**src/rtl/sm83_alu_flag_unit_defines.svh**
```systemverilog
// Assertion helpers shared by the execution unit RTL.
`ifndef SM83_ALU_FLAG_UNIT_DEFINES_SVH
`define SM83_ALU_FLAG_UNIT_DEFINES_SVH

// Same-cycle implication, checked on every rising edge outside reset.
`define SM83_ASSERT_NOW(label, ante, cons, msg) \
  label: assert property (@(posedge clk) disable iff (!rst_n) (ante) |-> (cons)) \
    else $error(msg);

// Next-cycle implication, checked on every rising edge outside reset.
`define SM83_ASSERT_NEXT(label, ante, cons, msg) \
  label: assert property (@(posedge clk) disable iff (!rst_n) (ante) |=> (cons)) \
    else $error(msg);

`endif

```
**src/rtl/sm83_pkg.sv**
```systemverilog
`default_nettype none

package sm83_pkg;

  localparam int KIND_W  = 5;
  localparam int WORD_W  = 16;
  localparam int BYTE_W  = 8;
  localparam int BIDX_W  = 3;
  localparam int FLAGS_W = 4;

  // Flag positions inside the four-bit flag word.
  localparam int FLAG_Z = 3;
  localparam int FLAG_N = 2;
  localparam int FLAG_H = 1;
  localparam int FLAG_C = 0;

  localparam logic [7:0] DAA_LOW_ADJ  = 8'h06;
  localparam logic [7:0] DAA_HIGH_ADJ = 8'h60;
  localparam logic [8:0] DAA_HIGH_LIM = 9'h09F;
  localparam logic [3:0] BCD_DIGIT_MAX = 4'd9;

  typedef enum logic [KIND_W-1:0] {
    OP_ADD  = 5'd0,  OP_ADC  = 5'd1,  OP_SUB  = 5'd2,  OP_SBC  = 5'd3,
    OP_AND  = 5'd4,  OP_XOR  = 5'd5,  OP_OR   = 5'd6,  OP_CP   = 5'd7,
    OP_RLC  = 5'd8,  OP_RRC  = 5'd9,  OP_RL   = 5'd10, OP_RR   = 5'd11,
    OP_SLA  = 5'd12, OP_SRA  = 5'd13, OP_SWAP = 5'd14, OP_SRL  = 5'd15,
    OP_RLCA = 5'd16, OP_RRCA = 5'd17, OP_RLA  = 5'd18, OP_RRA  = 5'd19,
    OP_DAA  = 5'd20, OP_CPL  = 5'd21, OP_SCF  = 5'd22, OP_CCF  = 5'd23,
    OP_INC  = 5'd24, OP_DEC  = 5'd25, OP_BIT  = 5'd26, OP_RES  = 5'd27,
    OP_SET  = 5'd28, OP_ADDHL = 5'd29, OP_ADDSP = 5'd30
  } kind_t;

  // Shift selector, taken from the low three bits of the operation code.
  typedef enum logic [2:0] {
    SH_RLC = 3'd0, SH_RRC = 3'd1, SH_RL = 3'd2, SH_RR = 3'd3,
    SH_SLA = 3'd4, SH_SRA = 3'd5, SH_SWAP = 3'd6, SH_SRL = 3'd7
  } shift_t;

endpackage

`default_nettype wire

```
**src/rtl/sm83_alu_flag_unit.sv**
```systemverilog
`default_nettype none

// SM83 execution unit: each request carries an operation code, two operands,
// a bit number and the incoming Z/N/H/C flags, and produces one result request
// with the operation's value and the new flags. It covers the 8-bit ALU group,
// the CB shifts and rotates, the accumulator rotates, DAA, CPL, SCF, CCF,
// INC/DEC, BIT/RES/SET, ADD HL,rr and ADD SP,e8; unused code 31 passes the
// operand and flags through. The unit takes one request every cycle while
// it is not stalled; each accepted request waits in the input register, then
// the adders and flag logic settle into the result register. Both channels
// use valid/stall; a stalled result holds while the input register still
// takes a new request, and the input side stalls only when both registers
// are full.

`include "sm83_alu_flag_unit_defines.svh"

module sm83_alu_flag_unit (
  input  wire logic                          clk,
  input  wire logic                          rst_n,
  input  wire logic                          in_valid,
  output logic                               in_stall,
  input  wire logic [sm83_pkg::KIND_W-1:0]   in_kind,
  input  wire logic [sm83_pkg::WORD_W-1:0]   in_first,
  input  wire logic [sm83_pkg::WORD_W-1:0]   in_second,
  input  wire logic [sm83_pkg::BIDX_W-1:0]   in_bit_index,
  input  wire logic [sm83_pkg::FLAGS_W-1:0]  in_flags_in,
  output logic                               out_valid,
  input  wire logic                          out_stall,
  output logic [sm83_pkg::WORD_W-1:0]        out_result,
  output logic [sm83_pkg::FLAGS_W-1:0]       out_flags_out
);
  import sm83_pkg::*;

  // Input register stage.
  logic                s1_valid_r;
  logic [KIND_W-1:0]   s1_kind_r;
  logic [WORD_W-1:0]   s1_first_r;
  logic [WORD_W-1:0]   s1_second_r;
  logic [BIDX_W-1:0]   s1_bit_r;
  logic [FLAGS_W-1:0]  s1_flags_r;

  // Result register stage.
  logic                s2_valid_r;
  logic [WORD_W-1:0]   s2_result_r;
  logic [FLAGS_W-1:0]  s2_flags_r;
  logic [WORD_W-1:0]   s2_result_nxt;
  logic [FLAGS_W-1:0]  s2_flags_nxt;

  logic s2_adv;
  logic s1_adv;

  // The result register can load when it is empty or being drained; the
  // input register can load when it is empty or moving forward.
  assign s2_adv   = !s2_valid_r || !out_stall;
  assign s1_adv   = !s1_valid_r || s2_adv;
  assign in_stall = !s1_adv;

  always_ff @(posedge clk) begin
    if (!rst_n) begin
      s1_valid_r <= 1'b0;
    end else if (s1_adv) begin
      s1_valid_r <= in_valid;
    end
  end

  always_ff @(posedge clk) begin
    if (s1_adv && in_valid) begin
      s1_kind_r   <= in_kind;
      s1_first_r  <= in_first;
      s1_second_r <= in_second;
      s1_bit_r    <= in_bit_index;
      s1_flags_r  <= in_flags_in;
    end
  end

  always_ff @(posedge clk) begin
    if (!rst_n) begin
      s2_valid_r <= 1'b0;
    end else if (s2_adv) begin
      s2_valid_r <= s1_valid_r;
    end
  end

  always_ff @(posedge clk) begin
    if (s2_adv && s1_valid_r) begin
      s2_result_r <= s2_result_nxt;
      s2_flags_r  <= s2_flags_nxt;
    end
  end

  assign out_valid     = s2_valid_r;
  assign out_result    = s2_result_r;
  assign out_flags_out = s2_flags_r;

  // Execution logic between the two register stages.
  logic [BYTE_W-1:0] a;
  logic [BYTE_W-1:0] v;
  logic              cy;
  logic              ci;
  logic [8:0]        sum8;
  logic [4:0]        sum4;
  logic [8:0]        dif8;
  logic [4:0]        dif4;
  logic [BYTE_W-1:0] logic_r;
  logic [BYTE_W-1:0] sh_r;
  logic              sh_c;
  logic [8:0]        daa_r;
  logic [BYTE_W-1:0] inc_r;
  logic [BYTE_W-1:0] dec_r;
  logic [BYTE_W-1:0] bmask;
  logic [WORD_W:0]   sum16;
  logic [12:0]       sum12;
  logic [WORD_W-1:0] sp_sum;
  logic [8:0]        sp_lo8;
  logic [4:0]        sp_lo4;

  always_comb begin
    a  = s1_first_r[BYTE_W-1:0];
    v  = s1_second_r[BYTE_W-1:0];
    cy = s1_flags_r[FLAG_C];
    ci = cy && (s1_kind_r == OP_ADC || s1_kind_r == OP_SBC);

    sum8 = {1'b0, a} + {1'b0, v} + {8'd0, ci};
    sum4 = {1'b0, a[3:0]} + {1'b0, v[3:0]} + {4'd0, ci};
    // Borrows show up as the top bit of the widened differences.
    dif8 = {1'b0, a} - {1'b0, v} - {8'd0, ci};
    dif4 = {1'b0, a[3:0]} - {1'b0, v[3:0]} - {4'd0, ci};

    case (s1_kind_r[1:0])
      2'd0:    logic_r = a & v;
      2'd1:    logic_r = a ^ v;
      default: logic_r = a | v;
    endcase

    case (shift_t'(s1_kind_r[2:0]))
      SH_RLC:  begin sh_c = a[7]; sh_r = {a[6:0], a[7]}; end
      SH_RRC:  begin sh_c = a[0]; sh_r = {a[0], a[7:1]}; end
      SH_RL:   begin sh_c = a[7]; sh_r = {a[6:0], cy}; end
      SH_RR:   begin sh_c = a[0]; sh_r = {cy, a[7:1]}; end
      SH_SLA:  begin sh_c = a[7]; sh_r = {a[6:0], 1'b0}; end
      SH_SRA:  begin sh_c = a[0]; sh_r = {a[7], a[7:1]}; end
      SH_SWAP: begin sh_c = 1'b0; sh_r = {a[3:0], a[7:4]}; end
      default: begin sh_c = a[0]; sh_r = {1'b0, a[7:1]}; end
    endcase

    // Decimal adjust: after an addition the low then high digit is fixed up
    // upward; after a subtraction the flags alone select the corrections.
    daa_r = {1'b0, a};
    if (!s1_flags_r[FLAG_N]) begin
      if (s1_flags_r[FLAG_H] || (a[3:0] > BCD_DIGIT_MAX)) begin
        daa_r = daa_r + {1'b0, DAA_LOW_ADJ};
      end
      if (cy || (daa_r > DAA_HIGH_LIM)) begin
        daa_r = daa_r + {1'b0, DAA_HIGH_ADJ};
      end
    end else begin
      if (s1_flags_r[FLAG_H]) begin
        daa_r = {1'b0, daa_r[7:0] - DAA_LOW_ADJ};
      end
      if (cy) begin
        daa_r = daa_r - {1'b0, DAA_HIGH_ADJ};
      end
    end

    inc_r = a + 8'd1;
    dec_r = a - 8'd1;
    bmask = 8'd1 << s1_bit_r;

    sum16  = {1'b0, s1_first_r} + {1'b0, s1_second_r};
    sum12  = {1'b0, s1_first_r[11:0]} + {1'b0, s1_second_r[11:0]};
    sp_sum = s1_first_r + {{BYTE_W{v[7]}}, v};
    sp_lo8 = {1'b0, s1_first_r[7:0]} + {1'b0, v};
    sp_lo4 = {1'b0, s1_first_r[3:0]} + {1'b0, v[3:0]};
  end

  always_comb begin
    s2_result_nxt = s1_first_r;
    s2_flags_nxt  = s1_flags_r;
    unique case (s1_kind_r) inside
      OP_ADD, OP_ADC: begin
        s2_result_nxt = {8'd0, sum8[7:0]};
        s2_flags_nxt  = {sum8[7:0] == 8'd0, 1'b0, sum4[4], sum8[8]};
      end
      OP_SUB, OP_SBC, OP_CP: begin
        // Compare sets the flags of a subtraction but keeps the operand.
        if (s1_kind_r != OP_CP) begin
          s2_result_nxt = {8'd0, dif8[7:0]};
        end
        s2_flags_nxt = {dif8[7:0] == 8'd0, 1'b1, dif4[4], dif8[8]};
      end
      OP_AND, OP_XOR, OP_OR: begin
        s2_result_nxt = {8'd0, logic_r};
        s2_flags_nxt  = {logic_r == 8'd0, 1'b0, s1_kind_r == OP_AND, 1'b0};
      end
      [OP_RLC:OP_SRL]: begin
        s2_result_nxt = {8'd0, sh_r};
        s2_flags_nxt  = {sh_r == 8'd0, 2'b00, sh_c};
      end
      [OP_RLCA:OP_RRA]: begin
        // Accumulator rotates always clear zero.
        s2_result_nxt = {8'd0, sh_r};
        s2_flags_nxt  = {3'b000, sh_c};
      end
      OP_DAA: begin
        s2_result_nxt = {8'd0, daa_r[7:0]};
        s2_flags_nxt  = {daa_r[7:0] == 8'd0, s1_flags_r[FLAG_N], 1'b0, cy || daa_r[8]};
      end
      OP_CPL: begin
        s2_result_nxt = {8'd0, ~a};
        s2_flags_nxt  = {s1_flags_r[FLAG_Z], 2'b11, cy};
      end
      OP_SCF: begin
        s2_flags_nxt = {s1_flags_r[FLAG_Z], 2'b00, 1'b1};
      end
      OP_CCF: begin
        s2_flags_nxt = {s1_flags_r[FLAG_Z], 2'b00, !cy};
      end
      OP_INC: begin
        s2_result_nxt = {8'd0, inc_r};
        s2_flags_nxt  = {inc_r == 8'd0, 1'b0, a[3:0] == 4'hF, cy};
      end
      OP_DEC: begin
        s2_result_nxt = {8'd0, dec_r};
        s2_flags_nxt  = {dec_r == 8'd0, 1'b1, a[3:0] == 4'h0, cy};
      end
      OP_BIT: begin
        s2_flags_nxt = {(a & bmask) == 8'd0, 2'b01, cy};
      end
      OP_RES: begin
        s2_result_nxt = {8'd0, a & ~bmask};
      end
      OP_SET: begin
        s2_result_nxt = {8'd0, a | bmask};
      end
      OP_ADDHL: begin
        s2_result_nxt = sum16[WORD_W-1:0];
        s2_flags_nxt  = {s1_flags_r[FLAG_Z], 1'b0, sum12[12], sum16[WORD_W]};
      end
      OP_ADDSP: begin
        // Flags come from the unsigned low-byte addition.
        s2_result_nxt = sp_sum;
        s2_flags_nxt  = {2'b00, sp_lo4[4], sp_lo8[8]};
      end
      default: begin
        s2_result_nxt = s1_first_r;
        s2_flags_nxt  = s1_flags_r;
      end
    endcase
  end

  // An accepted request always lands in the input register.
  `SM83_ASSERT_NEXT(a_accept_loads, in_valid && !in_stall, s1_valid_r,
                    "accepted request did not reach the input register")
  // A held input register keeps its request intact.
  `SM83_ASSERT_NEXT(a_s1_holds, s1_valid_r && !s2_adv,
                    s1_valid_r && $stable(s1_kind_r) && $stable(s1_first_r),
                    "input register changed while blocked")
  // Back-pressure only when both stages are full and the sink stalls.
  `SM83_ASSERT_NOW(a_stall_cause, in_stall, s1_valid_r && s2_valid_r && out_stall,
                   "input stalled with room in the pipeline")
  // A request moving forward shows up as a result next cycle.
  `SM83_ASSERT_NEXT(a_s1_to_out, s1_valid_r && s2_adv, out_valid,
                    "request in the input register was lost")

endmodule

`default_nettype wire
```
**config.mk**
```make
export PLATFORM = sky130hd
export DESIGN_NAME = sm83_alu_flag_unit
export DESIGN_NICKNAME = d
export VERILOG_FILES = /design/src/rtl/sm83_pkg.sv /design/src/rtl/sm83_alu_flag_unit.sv
export VERILOG_INCLUDE_DIRS = /design/src /design/src/rtl
export SDC_FILE = /design/constraint.sdc
export NUM_CORES = 1
export LEC_CHECK = 0
export ABC_AREA = 1
export BUFFER_PORTS_ARGS = -buffer_cell sky130_fd_sc_hd__buf_2
export CELL_PAD_IN_SITES_DETAIL_PLACEMENT = 0
export CELL_PAD_IN_SITES_GLOBAL_PLACEMENT = 1
export CORE_MARGIN = 2
export CORE_UTILIZATION = 41
export CTS_CLUSTER_DIAMETER = 40
export DETAILED_ROUTE_END_ITERATION = 8
export PLACE_DENSITY_LB_ADDON = 0.1
export REMOVE_ABC_BUFFERS = 1
export SETUP_SLACK_MARGIN = 0.1
export SLEW_MARGIN = 20
export SYNTH_ARGS = -nofsm -noshare
export SYNTH_HDL_FRONTEND = slang
export SYNTH_SLANG_ARGS = --single-unit
```
**constraint.sdc**
```tcl
create_clock -name clk -period 3.93 [get_ports clk]
set_input_delay 0.1965 -clock clk [delete_from_list [all_inputs] [get_ports clk]]
set_output_delay 0.1965 -clock clk [all_outputs]
set_load 0.02 [all_outputs]
```
## Yosys cells after proc, flatten, opt, wreduce, memory -nomap -nowiden

Index checks and enable logic that the tools add are counted.

| word-level totals | value |
|---|---|
| register bits after elaboration | 66 |
| input bits | 48 |
| output and inout port bits | 22 |
| logic and storage cells | 114 |

| cells by class | value |
|---|---|
| $add $sub $neg | 17 |
| order comparisons | 6 |
| eq/ne operators | 27 |
| shift-type cells | 1 |
| mux-type cells | 13 |
| bitwise operators | 8 |
| reduce and logical (&&, ||, !) cells | 33 |

Operator list:

| cell | number |
|---|---|
| 16-bit one-hot mux with 12 select lines | 1 |
| 8-bit logical NOT | 8 |
| 4-bit one-hot mux with 14 select lines | 1 |
| 8-bit one-hot mux with 7 select lines | 1 |
| 5-bit equality test, second input constant | 11 |
| 9-bit 2-to-1 mux | 6 |
| 8-bit AND | 3 |
| 5-bit by 3-bit equality test with 1-bit output, second input constant | 4 |
| 16-bit by 16-bit adder with 17-bit output | 1 |
| 16-bit adder | 1 |
| 16-bit 2-to-1 mux | 1 |
| 8-bit NOT | 2 |
| 8-bit OR | 2 |
| 8-bit one-hot mux with 2 select lines | 1 |
| 12-bit by 12-bit adder with 13-bit output | 1 |
| 5-bit by 2-bit equality test with 1-bit output, second input constant | 2 |
| 8-bit by 3-bit adder with 9-bit output, second input constant | 1 |
| 8-bit by 8-bit adder with 9-bit output | 1 |
| 9-bit by 1-bit adder with 9-bit output | 1 |
| 9-bit by 7-bit adder with 9-bit output, second input constant | 1 |
| 3-bit equality test, second input constant | 3 |
| 9-bit by 8-bit greater-than comparator with 1-bit output, second input constant | 1 |
| 3-bit OR reduction | 3 |
| 8-bit by 8-bit subtractor with 9-bit output | 1 |
| other kinds (32) | 47 |

## Longest topological paths before layout

Gate-level depths: netlist of run 1.

| logic depth | value |
|---|---|
| word-level depth | 10 |
| gate-level depth with buffers | 23 |
| depth with buffers taken out | 22 |

## Worst setup path before layout of run 1

Ideal clock, no wire load.

| path | value |
|---|---|
| path kind | reg2reg |
| start point | register s1_first_r[1] |
| end point | register s2_flags_r[3] (netlist: out_flags_out[3]) (data pin) |
| setup time | 256 ps |
| arrival | 2768 ps |
| required time | 3674 ps |
| path slack | 905 ps |
| stages on the path, launching flop included | 23 |
| path buffers | 1 |
| period minus slack after synthesis | 3025 ps |
| cell sequence | edfxtp_1 -> buf_2 -> clkinv_1 -> ha_1 -> inv_1 -> nand2_1 -> a21oi_2 -> nand2_1 -> nand2_1 -> inv_1 -> ha_1 -> inv_1 -> nand3_1 -> nand2_1 -> nand2_2 -> nand3_4 -> nand2_1 -> nand2_1 -> nand2_1 -> nand2_1 -> nor2_1 -> nand2_1 -> a21oi_1 |

| between the ends | value |
|---|---|
| word-level cells in the longest chain between the ends | 10 |

RTL lines:

| what | line | source |
|---|---|---|
| start: declaration | sm83_alu_flag_unit.sv:37 | `logic [WORD_W-1:0] s1_first_r;` |
| start signal: assignment | sm83_alu_flag_unit.sv:69 | `s1_first_r <= in_first;` |
| parallel branches: the longest is 9 deep, another holds 8-bit by 3-bit adder with 9-bit output | - |  |
| 4-bit one-hot mux with 14 select lines * | sm83_alu_flag_unit.sv:179 | `unique case (s1_kind_r) inside` |
| via s2_flags_nxt[3] | sm83_alu_flag_unit.sv:47 | `logic [FLAGS_W-1:0] s2_flags_nxt;` |
| end signal: assignment | sm83_alu_flag_unit.sv:87 | `s2_flags_r <= s2_flags_nxt;` |
| end: declaration | sm83_alu_flag_unit.sv:45 | `logic [FLAGS_W-1:0] s2_flags_r;` |

Mark *: on every way through the listed nets, which the timed path passes. The select of a mux whose other input is x is not followed.
A chain may end at the register's enable or synchronous reset.

## Worst setup path after layout of run 1

| path | value |
|---|---|
| start point | register s1_kind_r[4] |
| end point | register s2_result_r[6] (netlist: out_result[6]) (data pin) |

| between the ends | value |
|---|---|
| word-level cells in the longest chain between the ends | 6 |

RTL lines:

| what | line | source |
|---|---|---|
| start: declaration | sm83_alu_flag_unit.sv:36 | `logic [KIND_W-1:0] s1_kind_r;` |
| start signal: assignment | sm83_alu_flag_unit.sv:68 | `s1_kind_r <= in_kind;` |
| 5-bit by 1-bit equality test with 1-bit output or 5-bit by 2-bit equality test with 1-bit output (tied branches) | sm83_alu_flag_unit.sv:121 | `ci = cy && (s1_kind_r == OP_ADC \|\| s1_kind_r == OP_SBC);` |
| 1-bit logical OR | sm83_alu_flag_unit.sv:121 |  |
| 1-bit logical AND | sm83_alu_flag_unit.sv:121 |  |
| 9-bit by 1-bit subtractor with 9-bit output | sm83_alu_flag_unit.sv:126 | `dif8 = {1'b0, a} - {1'b0, v} - {8'd0, ci};` |
| 16-bit 2-to-1 mux | sm83_alu_flag_unit.sv:186 | `if (s1_kind_r != OP_CP) begin` |
| 16-bit one-hot mux with 12 select lines * | sm83_alu_flag_unit.sv:179 |  |
| via s2_result_nxt[6] | sm83_alu_flag_unit.sv:46 | `logic [WORD_W-1:0] s2_result_nxt;` |
| end signal: assignment | sm83_alu_flag_unit.sv:86 | `s2_result_r <= s2_result_nxt;` |
| end: declaration | sm83_alu_flag_unit.sv:44 | `logic [WORD_W-1:0] s2_result_r;` |

The timed path passes the listed nets; every way through them passes the cells marked *.

==> results.md, run 1 <==
- Status: complete, no violations
- Sequential cell area: 1960 um2
- Die height: 131 um
- Most common cell after layout, fill and taps aside: nand2_1
- TritonRoute pass-1 iters: 7
- DR iter-0 viols: 658
- Cell depth of the worst flop-to-flop path: 16
- TritonCTS buffer count: 9
- YS warnings: 0
- Gate Count Post-Synth: 889
- Mean Syn Cell Area: 7.40 um2
- CTS tree: built
- Crit Path Class: reg2reg
- FP Rows: 46
- Fill cells: 1619
- Gr ovfl total: 0
- Clock power frac: 35.3%
- Switching share of total power: 35.3%
- Max stage delay cell, worst path: edfxtp_1
- Vias per inst: 5.64
- CTS H-Tree Depth: 3
- RSZ-0062 raised after global routing: false
- Slew Viols, Final: 0
- Area grow syn2layout: 15.0%
- Headroom to the max-slew limit: 33.8%
- Core area: 15800 um2
- Clock Tree Root: clkbuf_16
- Most frequent cells in the layout: nand2_1, inv_1, nor2_1, nand3_1, buf_2
- Logic pwr share: 30.8%
- Hold_buf cts: 0
- Vias in the first global route: 6421
- Synth cell types: 52
- Crit path buffers/inverters: 2
- Fin Clk Skew: 0.00960 ns
- # DRC: 0
- Leak: 3.42 nW
- Ant diodes: 0
- Top-level I/O count: 70
- Worst Path Max Fanout: 4
- Setup crit start kind: flop
- WP data required: 4.01 ns
- Min Tclk post-route: 3.45 ns
- HP Start: in_kind[0]
- Sequential fraction of the synthesis area: 29.8%
- Clock transition at path regs: 0.06 ns
- Worst IR Drop VDD: 0.187 mV
- Routed len/inst: 19.8 um
- P_sw: 0.000898 W
- Via Count: 6727
- Drt total wl: 23600 um
- Achievable Freq: 290 MHz
- EDFF count, synth: 64
- Crit path cell chain: nor2_2 > inv_1 > nor3_1 > inv_1 > fa_1 > fa_1 > o21ai_0 > nand2_1 > a21oi_1 > o21ai_0 > xor2_1 > nand2_1 > nand3_1 > nand3_1 > nor2_1 > a22oi_1
- Final ANT Viol Nets: 0
- MaxCap Viol Count: 0
- Synthesized flop and latch total: 66
- Clock sinks: 66
- Endpoints failing setup: 0
- Cell count along the critical path: 16
- Final GP Congestion: 0.974
- Crit path largest cell delay: 0.42 ns
- Final HPWL DP: 18600 um
- Worst Setup SP: s1_kind_r[4]
- WHS Path Cells: 1
- Critical Path AT: 3.53 ns
- Top delay family on crit path: simple AND/OR/NAND/NOR gates
- Die area: 17100 um2
- Total power: 0.00255 W
- Mapped cell area: 6580 um2
- HP Class: in2reg
- Period Utilization, post-route: 87.8%
- Initial antenna violation count: 0
- Postcts setup bufs: 0
- Worst Tran Pin Value: 0.991 ns
- Final Hold Viols: 0
- Setup TNS: 0 ns
- Largest net degree at the start of global routing: 45
- Post-synth top flop: edfxtp_1
- Footprint of the multi-input gates: 4040 um2
- CTS resizes: 0
- Die W: 131 um
- Global-route wire length before repair: 36100 um
- Worst Setup End Kind: flop
- Clock Latency Late Sink: 0.34 ns
- RR Startpoint: s1_kind_r[4]
- IO buf count: 69
- Layout cells sized above 1: 16.6%
- Int Pwr: 0.00165 W
- Post-synth ARST share: 0%
- Starting Density: 41.7%
- Pwr Density: 337 nW/um2
- Nets@finish: 1080
- Gr usage total: 28.5%
- Sequential share of power: 33.9%
- Clk buf depth: 2
-- power by group through the flow --
stage	logic, W	registers (W)	clock network (W)
final	0.000785	0.000862	0.000899
after global routing	0.000866	0.000868	0.000937
after CTS	0.000771	0.000862	0.000915
after detailed placement	0.000768	0.000877	0
after global placement	0.000764	0.000876	0
after floorplan	0.000488	0.000900	0
-- cell usage after synthesis, types with 9 or more instances --
library cell  number  area (um2)
nand2_1          185         694
inv_1             99         372
nor2_1            83         312
nand3_1           71         355
edfxtp_1          64        1920
ha_1              57         713
a21oi_1           54         270
o21ai_0           43         215
xor2_1            26         228
inv_2             18        67.6
nor3_1            16        80.1
nand4_1           12        75.1
o211ai_1          12        90.1
o221ai_1          12         105
xnor2_1           10        87.6
o22ai_1            9        56.3
-- state kept, by name, indices dropped and copies added (netlist names) --
register       flops
out_flags_out      4
out_result        16
out_valid          1
s1_bit_r           3
s1_first_r        16
s1_flags_r         4
s1_kind_r          5
s1_second_r       16
s1_valid_r         1
-- stage by stage --
stage | instances | worst slack (ns) | utilization [%] | hold slack (ns) | area, um2
floorplan | 868 | 0.846 | - | 0.295 | 6440
global placement | 1177 | 0.511 | 45.9 | 0.373 | 7240
detailed placement | 1177 | 0.505 | 45.9 | 0.375 | 7240
CTS | 1193 | 0.506 | 47.9 | 0.0138 | 7560
global route | 1193 | 0.121 | 47.9 | 0.0169 | 7560
finish | 1193 | 0.478 | 47.9 | 0.0235 | 7560
-- cell type report --
| cell class | instances | area share (%) |
|---|---|---|
| Multi-Input combinational cell | 683 | 53.4 |
| Sequential cell | 66 | 25.9 |
| Timing Repair Buffer | 93 | 6.95 |
| Inverter | 119 | 5.91 |
| Tap cell | 216 | 3.57 |
| Clock buffer | 10 | 3.03 |
| Clock inverter | 6 | 1.17 |
-- path summary, 6_finish.rpt --
path | slack (ns) | end
worst min-delay path | 0.02 | s1_kind_r[0]
worst max register to register | 0.48 | out_result[6]
worst min register to register | 0.53 | out_valid
worst max-delay path | 0.48 | out_result[6]
-- routing by layer --
layer	wire [um]	up-vias	global-route usage, %
met2	10700	286	45.3
met4	669	0	10.1
met1	10400	3167	38.5
li1	-	3224	-
met3	1810	50	6.11
met5	0	-	0
-- kinds of logic (layout without fill, tap and decap cells) --
group	Yosys count	count (layout)	synth area share, %
AOI/OAI and AO/OA	177	177	16.6
DFF	66	66	29.8
xor gates and xnor gates	36	36	4.80
and+or+nand+nor	410	410	28.2
buffers and inverters	140	228	8.79
adders and majority gates	60	60	11.8
No activity file was read; power rests on OpenSTA's default activity.
==> inputs of run 2 (changes only) <==
--- a/config.mk
+++ b/config.mk
@@ -14,10 +14,11 @@
 export CORE_UTILIZATION = 41
 export CTS_CLUSTER_DIAMETER = 40
 export DETAILED_ROUTE_END_ITERATION = 8
-export PLACE_DENSITY_LB_ADDON = 0.1
+export PLACE_DENSITY = 0.84
 export REMOVE_ABC_BUFFERS = 1
 export SETUP_SLACK_MARGIN = 0.1
 export SLEW_MARGIN = 20
 export SYNTH_ARGS = -nofsm -noshare
 export SYNTH_HDL_FRONTEND = slang
 export SYNTH_SLANG_ARGS = --single-unit
+export TNS_END_PERCENT = 100
==> run 2 against run 1 <==
Sequential cell count unchanged. Critical path depth unchanged. Wire length decreased by 8.4%. Non-clock buffer count decreased by 4. Clock skew decreased by 0.0029 ns. Die area unchanged. Worst setup slack got worse by 0.021 ns. Critical path type unchanged. Critical endpoint unchanged. Largest power group is now sequential cells.
==> results.md, run 2 (same netlist as run 1, synthesis figures left out) <==
- Final ANT Viol Nets: 0 (unchanged)
- Most common cell after layout, fill and taps aside: nand2_1
- TritonCTS buffer count: 9 (unchanged)
- Setup crit start kind: flop
- Status: complete, no violations
- FP Rows: 46 (unchanged)
- Final GP Congestion: 0.976 (+0.26%)
- Postcts setup bufs: 0 (unchanged)
- Setup TNS: 0 ns (unchanged)
- Clock power frac: 33.4% (-1.9 points)
- Achievable Freq: 288 MHz (-0.61%)
- Fin Clk Skew: 0.00670 ns (-0.00289 ns)
- MaxCap Viol Count: 0 (unchanged)
- Footprint of the multi-input gates: 4040 um2 (unchanged)
- Vias per inst: 5.50 (-2.5%)
- Nets@finish: 1076 (-0.37%)
- Starting Density: 41.7% (unchanged)
- CTS tree: built
- Die height: 131 um (unchanged)
- Core area: 15800 um2 (unchanged)
- HP Class: in2reg
- Vias in the first global route: 6029 (-6.1%)
- Slew Viols, Final: 0 (unchanged)
- Clock transition at path regs: 0.06 ns (about the same)
- Pre-CTS WS: 0.507 ns (+0.00202 ns)
- Top-level I/O count: 70 (unchanged)
- Logic pwr share: 31.2% (+0.4 points)
- Endpoints failing setup: 0 (unchanged)
- Clock sinks: 66 (unchanged)
- Leak: 3.40 nW (-0.81%)
- Hold_buf cts: 0 (unchanged)
- Sequential cell area: 1960 um2 (unchanged)
- Global-route wire length before repair: 33200 um (-7.8%)
- IO buf count: 69 (unchanged)
- Die area: 17100 um2 (unchanged)
- CTS resizes: 0 (unchanged)
- Largest net degree at the start of global routing: 45 (unchanged)
- Worst Tran Pin Value: 1.01 ns (+0.0223 ns)
- Clk buf depth: 2 (unchanged)
- Gr usage total: 26.1% (-2.4 points)
- Area grow syn2layout: 14.1%
- Most frequent cells in the layout: nand2_1, inv_1, nor2_1, nand3_1, buf_2
- WP data required: 4.02 ns (about the same)
- Final Cell Area: 7500 um2 (-0.78%)
- Drt total wl: 21600 um (-8.4%)
- Final HPWL DP: 16900 um (-8.9%)
- Final worst slack: 0.457 ns (-0.0211 ns)
- Crit Path Class: reg2reg
- Initial antenna violation count: 0 (unchanged)
- Period Utilization, post-route: 88.4% (+0.54 points)
- Switching share of total power: 35.2% (about the same)
- Sequential share of power: 35.4% (+1.5 points)
- Post-Place Cell Area: 7210 um2 (-0.41%)
- Clock Tree Root: clkbuf_16
- Die W: 131 um (unchanged)
- Routed len/inst: 18.2 um (-8.1%)
- Min Tclk post-route: 3.47 ns (+0.0211 ns)
- Gr ovfl total: 0 (unchanged)
- Worst Path Max Fanout: 4 (unchanged)
- Fill cells: 1674 (+3.4%)
- Clock Latency Late Sink: 0.35 ns (about the same)
- TritonRoute pass-1 iters: 5 (-2)
- Worst IR Drop VDD: 0.183 mV (-2.1%)
- RSZ-0062 raised after global routing: false
- Worst Setup End Kind: flop
- Layout cells sized above 1: 16.0% (-0.55 points)
- Int Pwr: 0.00158 W (-4.1%)
- Pwr Density: 325 nW/um2 (-3.4%)
- Final Hold Viols: 0 (unchanged)
- # DRC: 0 (unchanged)
- Critical Path AT: 3.56 ns (+0.03 ns)
- DR iter-0 viols: 509 (-23%)
- CTS H-Tree Depth: 3 (unchanged)
- Headroom to the max-slew limit: 32.3% (-1.5 points)
- Ant diodes: 0 (unchanged)
- Via Count: 6534 (-2.9%)
- P_sw: 0.000860 W (-4.2%)
==> run 2: changes by cell type in the layout (fill, tap and decap cells not counted), sizes merged <==
cell / before / now
clkbuf: 10 / 12
clkinv: 3 / 5
bufinv: 2 / 1
inv: 118 / 117
clkinvlp: 2 / 0
buf: 93 / 89
==> run 2: area by class of cell <==
cell class | instances | share of cell area, %
Tap cell | 216 | 3.60
Timing Repair Buffer | 89 | 6.60
Inverter | 119 | 5.95
Multi-Input combinational cell | 683 | 53.8
Clock buffer | 12 | 3.15
Sequential cell | 66 | 26.2
Clock inverter | 4 | 0.700
==> run 2: final timing paths <==
kind                     start        endpoint  slack [ns]  cells after the start
hold reg to reg     s1_valid_r       out_valid        0.50                      2
setup / recovery  s1_kind_r[3]   out_result[6]        0.46                     16
hold / removal    in_first[15]  s1_first_r[15]        0.02                      1
setup reg to reg  s1_kind_r[3]   out_result[6]        0.46                     16
==> run 2: stage by stage <==
| stage | cells | power [W] | hold slack [ns] | util, % |
|---|---|---|---|---|
| after floorplan | 868 | 0.00139 | 0.295 | - |
| after global placement | 1173 | 0.00162 | 0.373 | 45.7 |
| after detailed placement | 1173 | 0.00163 | 0.375 | 45.7 |
| after CTS | 1189 | 0.00244 | 0.0114 | 47.6 |
| after global routing | 1189 | 0.00257 | 0.0138 | 47.6 |
| final | 1189 | 0.00244 | 0.0200 | 47.6 |
==> run 2: critical path: stages (launching register included) <==
cell      delay [ns]
edfxtp_1        0.44
nor2_2          0.20
inv_1           0.12
nor3_1          0.27
inv_1           0.09
fa_1            0.42
fa_1            0.41
o21ai_0         0.25
nand2_1         0.16
a21oi_1         0.15
o21ai_0         0.11
xor2_1          0.19
nand2_1         0.08
nand3_1         0.09
nand3_1         0.08
nor2_1          0.10
a22oi_1         0.07
==> run 2: per-layer routing <==
metal	GRT usage [%]	vias to the layer above	routed length, um
met4	9.64	0	627
met1	36.7	2992	9760
met2	39.2	285	9290
li1	-	3218	-
met3	6.07	39	1960
met5	0	-	0
==> run 2: power groups by stage <==
stage / combinational [W] / clock (W) / sequential (W)
2_1_floorplan: 0.000488 / 0 / 0.000900
3_3_place_gp: 0.000747 / 0 / 0.000878
3_5_place_dp: 0.000747 / 0 / 0.000878
4_1_cts: 0.000751 / 0.000826 / 0.000863
5_1_grt: 0.000847 / 0.000852 / 0.000868
6_report: 0.000762 / 0.000816 / 0.000863
